<file path="src/rtl/grmc_pkg.sv">
// Shared constants, types and state codes for the grid ray march column block.
package grmc_pkg;

  // Map store geometry; MAP_DIM is a power of two
  localparam int MAP_DIM   = 32;
  localparam int MAP_CW    = $clog2(MAP_DIM);
  localparam int MAP_AW    = 2 * MAP_CW;
  localparam int MAP_CELLS = MAP_DIM * MAP_DIM;
  localparam logic [6:0] MAP_DIM_W = 7'(MAP_DIM);

  // Angle quantization of the sine lookup; SINE_TABLE_SIZE is a power of two
  localparam int SINE_TABLE_SIZE = 1024;
  localparam int SINE_BITS       = $clog2(SINE_TABLE_SIZE);
  localparam logic [15:0] PHASE_MASK = 16'(16'hFFFF << (16 - SINE_BITS));
  localparam logic [15:0] QUARTER_TURN = 16'd16384;

  // Quarter-wave sine polynomial coefficients (Q16)
  localparam logic [16:0] POLY_A = 17'd102944;
  localparam logic [16:0] POLY_B = 17'd42334;
  localparam logic [16:0] POLY_C = 17'd5223;
  localparam logic [16:0] POLY_D = 17'd307;
  localparam logic [16:0] SINE_ONE = 17'd65536;

  // March constants
  localparam logic [16:0] STEP_Q16  = 17'd3277;
  localparam logic [19:0] DIST_CAP  = 20'd655360;
  localparam logic [10:0] MAX_STEPS = 11'd2047;

  // Shared divider geometry
  localparam int DIV_NW = 28;
  localparam int DIV_DW = 20;
  localparam int DIV_CW = $clog2(DIV_NW);

  // Operation codes carried in tuser
  localparam logic OP_WRITE_CELL = 1'b0;
  localparam logic OP_CAST       = 1'b1;

  // Configuration register indexes
  typedef enum logic [2:0] {
    CFG_PLAYER_X   = 3'd0,
    CFG_PLAYER_Y   = 3'd1,
    CFG_HEADING    = 3'd2,
    CFG_FOV        = 3'd3,
    CFG_COLUMNS    = 3'd4,
    CFG_ROWS       = 3'd5,
    CFG_MAP_EXTENT = 3'd6
  } cfg_idx_e;

  // Configuration reset values
  localparam logic [20:0] RST_PLAYER_X = 21'd131072;
  localparam logic [20:0] RST_PLAYER_Y = 21'd131072;
  localparam logic [15:0] RST_HEADING  = 16'd0;
  localparam logic [15:0] RST_FOV      = 16'd10923;
  localparam logic [11:0] RST_COLUMNS  = 12'd800;
  localparam logic [11:0] RST_ROWS     = 12'd600;
  localparam logic [5:0]  RST_EXTENT   = 6'd24;

  // Sequencer states
  typedef enum logic [3:0] {
    ST_IDLE,
    ST_ANG_MUL,
    ST_ANG_DIV,
    ST_ANG_WAIT,
    ST_SQ,
    ST_P1,
    ST_P2,
    ST_P3,
    ST_P4,
    ST_P5,
    ST_P6,
    ST_MARCH,
    ST_DIST,
    ST_DCAP,
    ST_HWAIT,
    ST_OUT
  } state_e;

  // Divider request and response
  typedef struct packed {
    logic              start;
    logic [DIV_NW-1:0] dividend;
    logic [DIV_DW-1:0] divisor;
  } div_req_t;

  typedef struct packed {
    logic              done;
    logic [DIV_NW-1:0] quotient;
  } div_rsp_t;

endpackage

</file>
<file path="src/rtl/grmc_div.sv">
// Restoring radix-2 divider, one quotient bit per cycle.
module grmc_div (
  input  logic                clk_i,
  input  logic                rst_ni,
  input  grmc_pkg::div_req_t  req_i,
  output grmc_pkg::div_rsp_t  rsp_o
);
  import grmc_pkg::*;

  logic              busy_q, busy_d;
  logic              done_q, done_d;
  logic [DIV_CW-1:0] cnt_q, cnt_d;
  logic [DIV_NW-1:0] quo_q, quo_d;
  logic [DIV_DW-1:0] rem_q, rem_d;
  logic [DIV_DW-1:0] div_q, div_d;
  logic [DIV_DW:0]   rem_sh;
  logic [DIV_DW:0]   rem_sub;

  always_comb begin
    busy_d  = busy_q;
    done_d  = 1'b0;
    cnt_d   = cnt_q;
    quo_d   = quo_q;
    rem_d   = rem_q;
    div_d   = div_q;
    rem_sh  = {rem_q, quo_q[DIV_NW-1]};
    rem_sub = rem_sh - {1'b0, div_q};
    if (req_i.start) begin
      busy_d = 1'b1;
      cnt_d  = DIV_CW'(DIV_NW - 1);
      quo_d  = req_i.dividend;
      rem_d  = '0;
      div_d  = req_i.divisor;
    end else if (busy_q) begin
      if (rem_sh >= {1'b0, div_q}) begin
        rem_d = rem_sub[DIV_DW-1:0];
        quo_d = {quo_q[DIV_NW-2:0], 1'b1};
      end else begin
        rem_d = rem_sh[DIV_DW-1:0];
        quo_d = {quo_q[DIV_NW-2:0], 1'b0};
      end
      cnt_d = cnt_q - 1'b1;
      if (cnt_q == '0) begin
        busy_d = 1'b0;
        done_d = 1'b1;
      end
    end
  end

  always_ff @(posedge clk_i or negedge rst_ni) begin
    if (!rst_ni) begin
      busy_q <= 1'b0;
      done_q <= 1'b0;
      cnt_q  <= '0;
    end else begin
      busy_q <= busy_d;
      done_q <= done_d;
      cnt_q  <= cnt_d;
    end
  end

  always_ff @(posedge clk_i) begin
    quo_q <= quo_d;
    rem_q <= rem_d;
    div_q <= div_d;
  end

  assign rsp_o.done     = done_q;
  assign rsp_o.quotient = quo_q;

endmodule

</file>
<file path="src/rtl/grid_ray_march_column_top.sv">
// Top level: map store, sequencer, shared multiplier and march datapath.
// A cell write is taken while the sequencer is idle; the block is ready again on the next cycle.
// A cast runs the angle multiply, the cosine and sine polynomials, the march loop, which stops
// at a wall, at the map edge or at the step limit (at most 2047 steps), and the distance multiply,
// with two passes of the shared divider: one for the ray angle, one for the wall height.
// One item is in work at a time; a result waits in the output register.
// Reset (async, active low) restores the configuration defaults and idles the
// sequencer; map cells hold no value until written.
module grid_ray_march_column_top (
  input  logic        clk_i,
  input  logic        rst_ni,
  // input items
  input  logic        s_axis_tvalid,
  output logic        s_axis_tready,
  input  logic [23:0] s_axis_tdata,   // cell_col[4:0], cell_row[9:5], cell_is_wall[10],
                                      // column_index[21:11], zero[23:22]
  input  logic        s_axis_tuser,   // opcode
  // results
  output logic        m_axis_tvalid,
  input  logic        m_axis_tready,
  output logic [63:0] m_axis_tdata,   // column_out[10:0], ray_distance[30:11],
                                      // wall_top_row[46:31], wall_bottom_row[62:47],
                                      // hit_wall[63]
  // configuration writes
  input  logic        cfg_valid_i,
  output logic        cfg_ready_o,
  input  logic [2:0]  cfg_index_i,
  input  logic [20:0] cfg_data_i
);
  import grmc_pkg::*;

  // configuration registers
  logic [20:0] player_x_q, player_y_q;
  logic [15:0] heading_q, fov_q;
  logic [11:0] columns_q, rows_q;
  logic [5:0]  extent_q;

  // sequencer
  state_e state_q, state_d;
  logic   in_acc, out_load;
  div_req_t div_req;
  div_rsp_t div_rsp;

  // datapath
  logic [10:0]        col_q;
  logic [15:0]        phase_q;
  logic [16:0]        x_q, x2_q;
  logic               neg_q, trig_sin_q;
  logic signed [12:0] dx_q, dy_q, d_signed;
  logic signed [24:0] px_q, py_q, px_nx, py_nx;
  logic [10:0]        steps_q;
  logic               pend_q, hit_q;
  logic [19:0]        dist_q, dist_w;
  logic [15:0]        angle_w;
  logic [16:0]        mul_a, mul_b, s_clamp;
  logic [33:0]        prod_q;
  logic [11:0]        d_mag;
  logic [11:0]        cols_eff;

  // march addressing
  logic [6:0]        ext;
  logic              x_oob, y_oob, step_hit, step_end;
  logic [MAP_CW-1:0] cx_addr, cy_addr;
  logic [MAP_AW-1:0] wr_addr;

  // map store
  logic map_q [MAP_CELLS];
  logic mem_rd_q;

  // output register
  logic        m_valid_q;
  logic [63:0] m_data_q;
  logic signed [19:0] top_w, bot_w;
  logic [15:0] half_w;

  function automatic logic [16:0] trig_x(input logic [15:0] p);
    logic [16:0] xr;
    xr = {1'b0, p[13:0], 2'b00};
    return p[14] ? (SINE_ONE - xr) : xr;
  endfunction

  function automatic logic [15:0] sat16(input logic signed [19:0] v);
    if (v < -20'sd32768) return 16'h8000;
    if (v > 20'sd32767)  return 16'h7FFF;
    return v[15:0];
  endfunction

  assign in_acc      = s_axis_tvalid && s_axis_tready;
  assign cfg_ready_o = 1'b1;

  // configuration writes
  always_ff @(posedge clk_i or negedge rst_ni) begin
    if (!rst_ni) begin
      player_x_q <= RST_PLAYER_X;
      player_y_q <= RST_PLAYER_Y;
      heading_q  <= RST_HEADING;
      fov_q      <= RST_FOV;
      columns_q  <= RST_COLUMNS;
      rows_q     <= RST_ROWS;
      extent_q   <= RST_EXTENT;
    end else if (cfg_valid_i) begin
      unique case (cfg_idx_e'(cfg_index_i))
        CFG_PLAYER_X:   player_x_q <= cfg_data_i;
        CFG_PLAYER_Y:   player_y_q <= cfg_data_i;
        CFG_HEADING:    heading_q  <= cfg_data_i[15:0];
        CFG_FOV:        fov_q      <= cfg_data_i[15:0];
        CFG_COLUMNS:    columns_q  <= cfg_data_i[11:0];
        CFG_ROWS:       rows_q     <= cfg_data_i[11:0];
        CFG_MAP_EXTENT: extent_q   <= cfg_data_i[5:0];
        default: ;
      endcase
    end
  end

  // march step: next position, bounds and map address
  assign ext   = ({1'b0, extent_q} > MAP_DIM_W) ? MAP_DIM_W : {1'b0, extent_q};
  assign px_nx = px_q + {{12{dx_q[12]}}, dx_q};
  assign py_nx = py_q + {{12{dy_q[12]}}, dy_q};

  // a position in (-1, 0) still truncates to cell 0
  assign x_oob = px_nx[24] ? ((px_nx <= -25'sd65536) || (ext == '0))
                           : ({1'b0, px_nx[23:16]} >= {2'b00, ext});
  assign y_oob = py_nx[24] ? ((py_nx <= -25'sd65536) || (ext == '0))
                           : ({1'b0, py_nx[23:16]} >= {2'b00, ext});
  assign cx_addr = px_nx[24] ? '0 : px_nx[16 +: MAP_CW];
  assign cy_addr = py_nx[24] ? '0 : py_nx[16 +: MAP_CW];

  assign step_hit = pend_q && mem_rd_q;
  assign step_end = step_hit || (steps_q == MAX_STEPS) || x_oob || y_oob;

  // map store: write on a cell transaction, read the next march cell every cycle
  assign wr_addr = {MAP_CW'(s_axis_tdata[9:5]), MAP_CW'(s_axis_tdata[4:0])};

  always_ff @(posedge clk_i) begin
    if (in_acc && (s_axis_tuser == OP_WRITE_CELL) &&
        (32'(s_axis_tdata[4:0]) < MAP_DIM) && (32'(s_axis_tdata[9:5]) < MAP_DIM)) begin
      map_q[wr_addr] <= s_axis_tdata[10];
    end
    mem_rd_q <= map_q[{cy_addr, cx_addr}];
  end

  // shared multiplier operands
  assign s_clamp = (prod_q[32:16] > SINE_ONE) ? SINE_ONE : prod_q[32:16];

  always_comb begin
    mul_a = '0;
    mul_b = '0;
    case (state_q)
      ST_ANG_MUL: begin
        mul_a = {1'b0, fov_q};
        mul_b = {6'b0, col_q};
      end
      ST_SQ: begin
        mul_a = x_q;
        mul_b = x_q;
      end
      ST_P1: begin
        mul_a = prod_q[32:16];
        mul_b = POLY_D;
      end
      ST_P2: begin
        mul_a = x2_q;
        mul_b = POLY_C - prod_q[32:16];
      end
      ST_P3: begin
        mul_a = x2_q;
        mul_b = POLY_B - prod_q[32:16];
      end
      ST_P4: begin
        mul_a = x_q;
        mul_b = POLY_A - prod_q[32:16];
      end
      ST_P5: begin
        mul_a = s_clamp;
        mul_b = STEP_Q16;
      end
      ST_DIST: begin
        mul_a = {6'b0, steps_q};
        mul_b = STEP_Q16;
      end
      default: ;
    endcase
  end

  always_ff @(posedge clk_i) begin
    prod_q <= mul_a * mul_b;
  end

  // divider operands
  assign cols_eff = (columns_q == '0) ? 12'd1 : columns_q;
  assign dist_w   = (prod_q[22:0] > {3'b000, DIST_CAP}) ? DIST_CAP : prod_q[19:0];
  assign angle_w  = heading_q - {1'b0, fov_q[15:1]} + div_rsp.quotient[15:0];
  assign d_mag    = prod_q[27:16];
  assign d_signed = neg_q ? -$signed({1'b0, d_mag}) : $signed({1'b0, d_mag});

  always_comb begin
    div_req.start    = 1'b0;
    div_req.dividend = {rows_q, 16'h0000};
    div_req.divisor  = dist_w;
    if (state_q == ST_ANG_DIV) begin
      div_req.start    = 1'b1;
      div_req.dividend = {1'b0, prod_q[26:0]};
      div_req.divisor  = {8'h00, cols_eff};
    end else if (state_q == ST_DCAP) begin
      div_req.start = 1'b1;
    end
  end

  grmc_div u_div (
    .clk_i  (clk_i),
    .rst_ni (rst_ni),
    .req_i  (div_req),
    .rsp_o  (div_rsp)
  );

  // sequencer
  always_comb begin
    state_d       = state_q;
    s_axis_tready = 1'b0;
    out_load      = 1'b0;
    unique case (state_q)
      ST_IDLE: begin
        s_axis_tready = 1'b1;
        if (s_axis_tvalid && (s_axis_tuser == OP_CAST)) state_d = ST_ANG_MUL;
      end
      ST_ANG_MUL:  state_d = ST_ANG_DIV;
      ST_ANG_DIV:  state_d = ST_ANG_WAIT;
      ST_ANG_WAIT: if (div_rsp.done) state_d = ST_SQ;
      ST_SQ:       state_d = ST_P1;
      ST_P1:       state_d = ST_P2;
      ST_P2:       state_d = ST_P3;
      ST_P3:       state_d = ST_P4;
      ST_P4:       state_d = ST_P5;
      ST_P5:       state_d = ST_P6;
      ST_P6:       state_d = trig_sin_q ? ST_MARCH : ST_SQ;
      ST_MARCH: begin
        if (step_end) state_d = ST_DIST;
      end
      ST_DIST:  state_d = ST_DCAP;
      ST_DCAP:  state_d = ST_HWAIT;
      ST_HWAIT: if (div_rsp.done) state_d = ST_OUT;
      ST_OUT: begin
        if (!m_valid_q || m_axis_tready) begin
          out_load = 1'b1;
          state_d  = ST_IDLE;
        end
      end
      default: state_d = ST_IDLE;
    endcase
  end

  always_ff @(posedge clk_i or negedge rst_ni) begin
    if (!rst_ni) begin
      state_q   <= ST_IDLE;
      m_valid_q <= 1'b0;
    end else begin
      state_q <= state_d;
      if (out_load)           m_valid_q <= 1'b1;
      else if (m_axis_tready) m_valid_q <= 1'b0;
    end
  end

  // result rows, centered on half the screen height
  assign half_w = div_rsp.quotient[16:1];
  assign top_w  = $signed({9'b0, rows_q[11:1]}) - $signed({4'b0, half_w});
  assign bot_w  = $signed({9'b0, rows_q[11:1]}) + $signed({4'b0, half_w});

  // datapath registers
  always_ff @(posedge clk_i) begin
    if (in_acc) col_q <= s_axis_tdata[21:11];

    if ((state_q == ST_ANG_WAIT) && div_rsp.done) begin
      // start with cosine, its phase a quarter turn ahead of the sine phase
      phase_q    <= angle_w & PHASE_MASK;
      x_q        <= trig_x((angle_w & PHASE_MASK) + QUARTER_TURN);
      neg_q      <= ((angle_w & PHASE_MASK) + QUARTER_TURN) >= 16'h8000;
      trig_sin_q <= 1'b0;
    end

    if (state_q == ST_P1) x2_q <= prod_q[32:16];

    if (state_q == ST_P6) begin
      if (!trig_sin_q) begin
        dx_q       <= d_signed;
        x_q        <= trig_x(phase_q);
        neg_q      <= phase_q[15];
        trig_sin_q <= 1'b1;
      end else begin
        dy_q    <= d_signed;
        px_q    <= {4'b0, player_x_q};
        py_q    <= {4'b0, player_y_q};
        steps_q <= '0;
        pend_q  <= 1'b0;
      end
    end

    if (state_q == ST_MARCH) begin
      hit_q <= step_hit;
      // advance unless the previous cell was a wall or the step limit is reached
      if (!step_hit && (steps_q != MAX_STEPS)) begin
        px_q    <= px_nx;
        py_q    <= py_nx;
        steps_q <= steps_q + 1'b1;
        pend_q  <= 1'b1;
      end
    end

    if (state_q == ST_DCAP) dist_q <= dist_w;

    // load only when the output register is free; the quotient holds until then
    if (out_load) begin
      m_data_q[10:0]  <= col_q;
      m_data_q[30:11] <= dist_q;
      m_data_q[46:31] <= sat16(top_w);
      m_data_q[62:47] <= sat16(bot_w);
      m_data_q[63]    <= hit_q;
    end
  end

  assign m_axis_tvalid = m_valid_q;
  assign m_axis_tdata  = m_data_q;

endmodule

</file>
<file path="config.mk">
export PLATFORM = sky130hd
export DESIGN_NAME = grid_ray_march_column_top
export DESIGN_NICKNAME = d
export VERILOG_FILES = /design/src/rtl/grmc_pkg.sv /design/src/rtl/grmc_div.sv /design/src/rtl/grid_ray_march_column_top.sv
export SDC_FILE = /design/constraint.sdc
export NUM_CORES = 2
export LEC_CHECK = 0
export ABC_CLOCK_PERIOD_IN_PS = 23400
export BUFFER_PORTS_ARGS = -buffer_cell sky130_fd_sc_hd__buf_2
export CAP_MARGIN = 20
export CORE_AREA = 2 2 365 367
export CTS_BUF_LIST = sky130_fd_sc_hd__clkbuf_4 sky130_fd_sc_hd__clkbuf_8 sky130_fd_sc_hd__clkbuf_16
export CTS_CLUSTER_DIAMETER = 120
export CTS_CLUSTER_SIZE = 8
export DETAILED_ROUTE_END_ITERATION = 6
export DIE_AREA = 0 0 367 369
export PLACE_DENSITY_LB_ADDON = 0.08
export SLEW_MARGIN = 10
export SYNTH_ARGS = -nofsm -noshare
export SYNTH_HDL_FRONTEND = slang
export SYNTH_SLANG_ARGS = --single-unit
</file>
<file path="constraint.sdc">
create_clock -name clk_i -period 23.4 [get_ports clk_i]
set_input_delay 1.17 -clock clk_i [delete_from_list [all_inputs] [get_ports clk_i]]
set_output_delay 1.17 -clock clk_i [all_outputs]
set_load 0.02 [all_outputs]
</file>
==> impl_metrics.tcl <==
set metrics [dict create \
    p_total_mw 13.1 \
    wl_um 240000 \
    ys_seq_area_frac 0.538 \
    clock_latency_ns 0.85 \
    final_cell_mix "nor2_1 (1246), edfxtp_1 (1221), nand2_1 (1096)" \
    track_usage 0.351 \
    synth_area_per_cell_um2 10.5 \
    slowest_delay_ns 0.86 \
    num-nets-final 8029 \
    htree_levels 4 \
    antenna_found_initial 6 \
    synth-edff-count 1221 \
    setup_viol 0 \
    syn_inst 7507 \
    synthTopCellsByArea "edfxtp_1 (47%), fa_1 (6.2%), nor2_1 (6.0%), nand2_1 (5.4%), ha_1 (3.9%)" \
    crit_path_end_kind "flop" \
    hpwlAfterDp_um 144000 \
    crit_path_max_fanout 20 \
    clk_transition_reported_paths_ns 0.05 \
    die_h_um 369 \
    drt_iter0_markers 6898 \
    ys_warn_count 0 \
    hold-worst-slack_ns 0.238 \
    worst_setup_path_start_kind "flop" \
    vdd_drop_max_mv 0.232 \
    seqCellArea_um2 42300 \
    drive_gt1_frac 0.108 \
    path_class "reg -> reg" \
    postCtsHoldBufs 0 \
    drt-wirelength-per-cell_um 25.7 \
    path_common_cell "fa_1" \
    drc 0 \
    ys_types 104 \
    p_leak_nw 32.3 \
    worstHoldPathType "in -> async" \
    clock_tree.buffer_depth 3 \
    area_delta_synth_final_pct 10.7 \
    ant_nets 0 \
    synth_ff_type "edfxtp_1" \
    tns_ns 0 \
    synth_seq_cells 1472 \
    vias_per_cell 6.35 \
    gp_congestion 0.901 \
    status "finished, final reports clean" \
    powerDensity_nw_per_um2 150 \
    fp.dieW_um 367 \
    fin_worst_skew_ns 0.0685 \
    cts_buffers 201 \
    fin_crit_ns 10.94 \
    drv_slew 0 \
    grt_pass1_wl_um 355000 \
    arrival_ns 11.65 \
    first_pass_iters 6 \
    async_flop_share 0.0788 \
    syn-cell-area_um2 78600 \
    cts_tree "done" \
    rsz0062_at_grt "false" \
    cts-root-buf "clkbuf_16" \
    yosysTopAreaCell "edfxtp_1" \
    core-area_um2 131000 \
    slowest_stage "o221ai_1" \
    io_buffers 117 \
    globalRouteOverflowTotal 0 \
    postLayoutCoreUtil 0.663 \
    design.portCount 121 \
    drv_cap 0 \
    ctsResizeCount 0 \
    post_cts_buffers 0 \
    hold_viol_final 0 \
    fillers 10300 \
    rows 133 \
    grt_pass1_vias 57300 \
    die-area_um2 135000 \
    crit_required_ns 24.11 \
    vias 59300 \
    multi_input_area_um2 32700 \
    fin_crit_sh 0.468 \
    cts_num_sinks 1472 \
    clock.fmax_ghz 0.0914 \
    syn_nets 8046 \
    slew_headroom 0.148 \
    initial_core_util 0.599 \
    tightest_slew_ns 1.27 \
    final_common_cell "nor2_1" \
    netlist.area_leader.share 0.466 \
    grt_max_degree 169 \
]
metrics by stage:
| stage | setup slack, ns | instance area [µm²] | std cells |
|---|---|---|---|
| 6_report | 12.46 | 87000 | 9327 |
| 5_1_grt | 11.80 | 87000 | 9325 |
| 4_1_cts | 12.45 | 86500 | 9295 |
| 3_5_place_dp | 12.50 | 80600 | 9013 |
| 3_3_place_gp | 12.58 | 80600 | 9011 |
| 2_1_floorplan | 14.42 | 78600 | 7507 |
sequential cells by signal (all words and copies together) (netlist names), 6 cells and up:
register	count
phase_q	10
px_q	25
u_div.div_q	20
prod_q	33
player_x_q	21
player_y_q	21
x2_q	17
steps_q	11
col_q	11
columns_q	12
dx_q	13
extent_q	6
u_div.rem_q	20
fov_q	16
dy_q	13
py_q	25
rows_q	12
map_q	1024
m_axis_tdata	64
u_div.quo_q	28
dist_q	20
x_q	17
heading_q	16
final timing paths:
check,start,end,slack (ns),cells past startpoint
setup reg to reg,state_q[3]$_DFFE_PN0P_,prod_q[31]$_DFF_P_,12.46,35
hold reg to reg,dist_q[5]$_DFFE_PP_,m_axis_tdata[16]$_DFFE_PP_,0.42,0
min in group clk_i,dist_q[5]$_DFFE_PP_,m_axis_tdata[16]$_DFFE_PP_,0.42,0
setup / recovery,state_q[3]$_DFFE_PN0P_,prod_q[31]$_DFF_P_,12.46,35
hold / removal,rst_ni,player_x_q[19]$_DFFE_PN0P_,0.24,1
max in group asynchronous,rst_ni,rows_q[10]$_DFFE_PN0P_,21.49,3
cells by family (layout without fill, tap and decap cells):
family / after synthesis / after routing / synth area share
compound gates: 1148 / 1148 / 0.0969
simple gates: 3072 / 3072 / 0.166
xor+xnor: 149 / 149 / 0.0167
fa+ha+maj: 485 / 485 / 0.100
mux: 230 / 230 / 0.0334
other cells: 2 / 5 / 0.0000955
buf+inv: 949 / 1011 / 0.0490
flops: 1472 / 1472 / 0.538
power breakdown:
group / switching [mW] / total [mW] / internal (mW)
clock network: 1.11 / 2.75 / 1.64
registers: 0.180 / 3.34 / 3.16
logic: 4.75 / 6.97 / 2.22
area by class of cell:
class | instances | share of cell area
sequential | 1472 | 0.486
clock inverter | 14 | 0.00360
timing repair buffer | 286 | 0.0255
tap | 1755 | 0.0252
inverter | 443 | 0.0192
clock buffer | 268 | 0.0638
antenna | 3 | 0.0000863
multi-input combinational | 5086 | 0.376
worst max-delay path: cells and delay by family (launching register included):
family                     cells  cell delay (ns)
adders and majority gates      8             3.87
and+or+nand+nor                7             1.34
xor gates and xnor gates       2             0.34
DFF                            1             0.79
AOI/OAI and AO/OA             15             4.37
buffers and inverters          3             0.15
synth_stat cells, types with 97 or more instances:
cell type,n
nand2_1,1129
o21ai_0,231
xnor2_1,101
nor2_1,1251
nand3_1,218
a21oi_1,244
fa_1,243
edfxtp_1,1221
ha_1,242
mux2_2,122
dfrtp_1,97
clkbuf_1,344
dfxtp_1,135
inv_1,437
metal layers:
layer / wire (µm) / vias to the layer above / global-route usage / part of all wire
li1: - / 26000 / - / -
met1: 86900 / 29200 / 0.443 / 0.36
met2: 114000 / 3299 / 0.585 / 0.48
met3: 24700 / 686 / 0.0608 / 0.10
met4: 13400 / 6 / 0.177 / 0.056
met5: 46 / - / 0 / 0.00019
No activity file was read; power rests on OpenSTA's default activity.
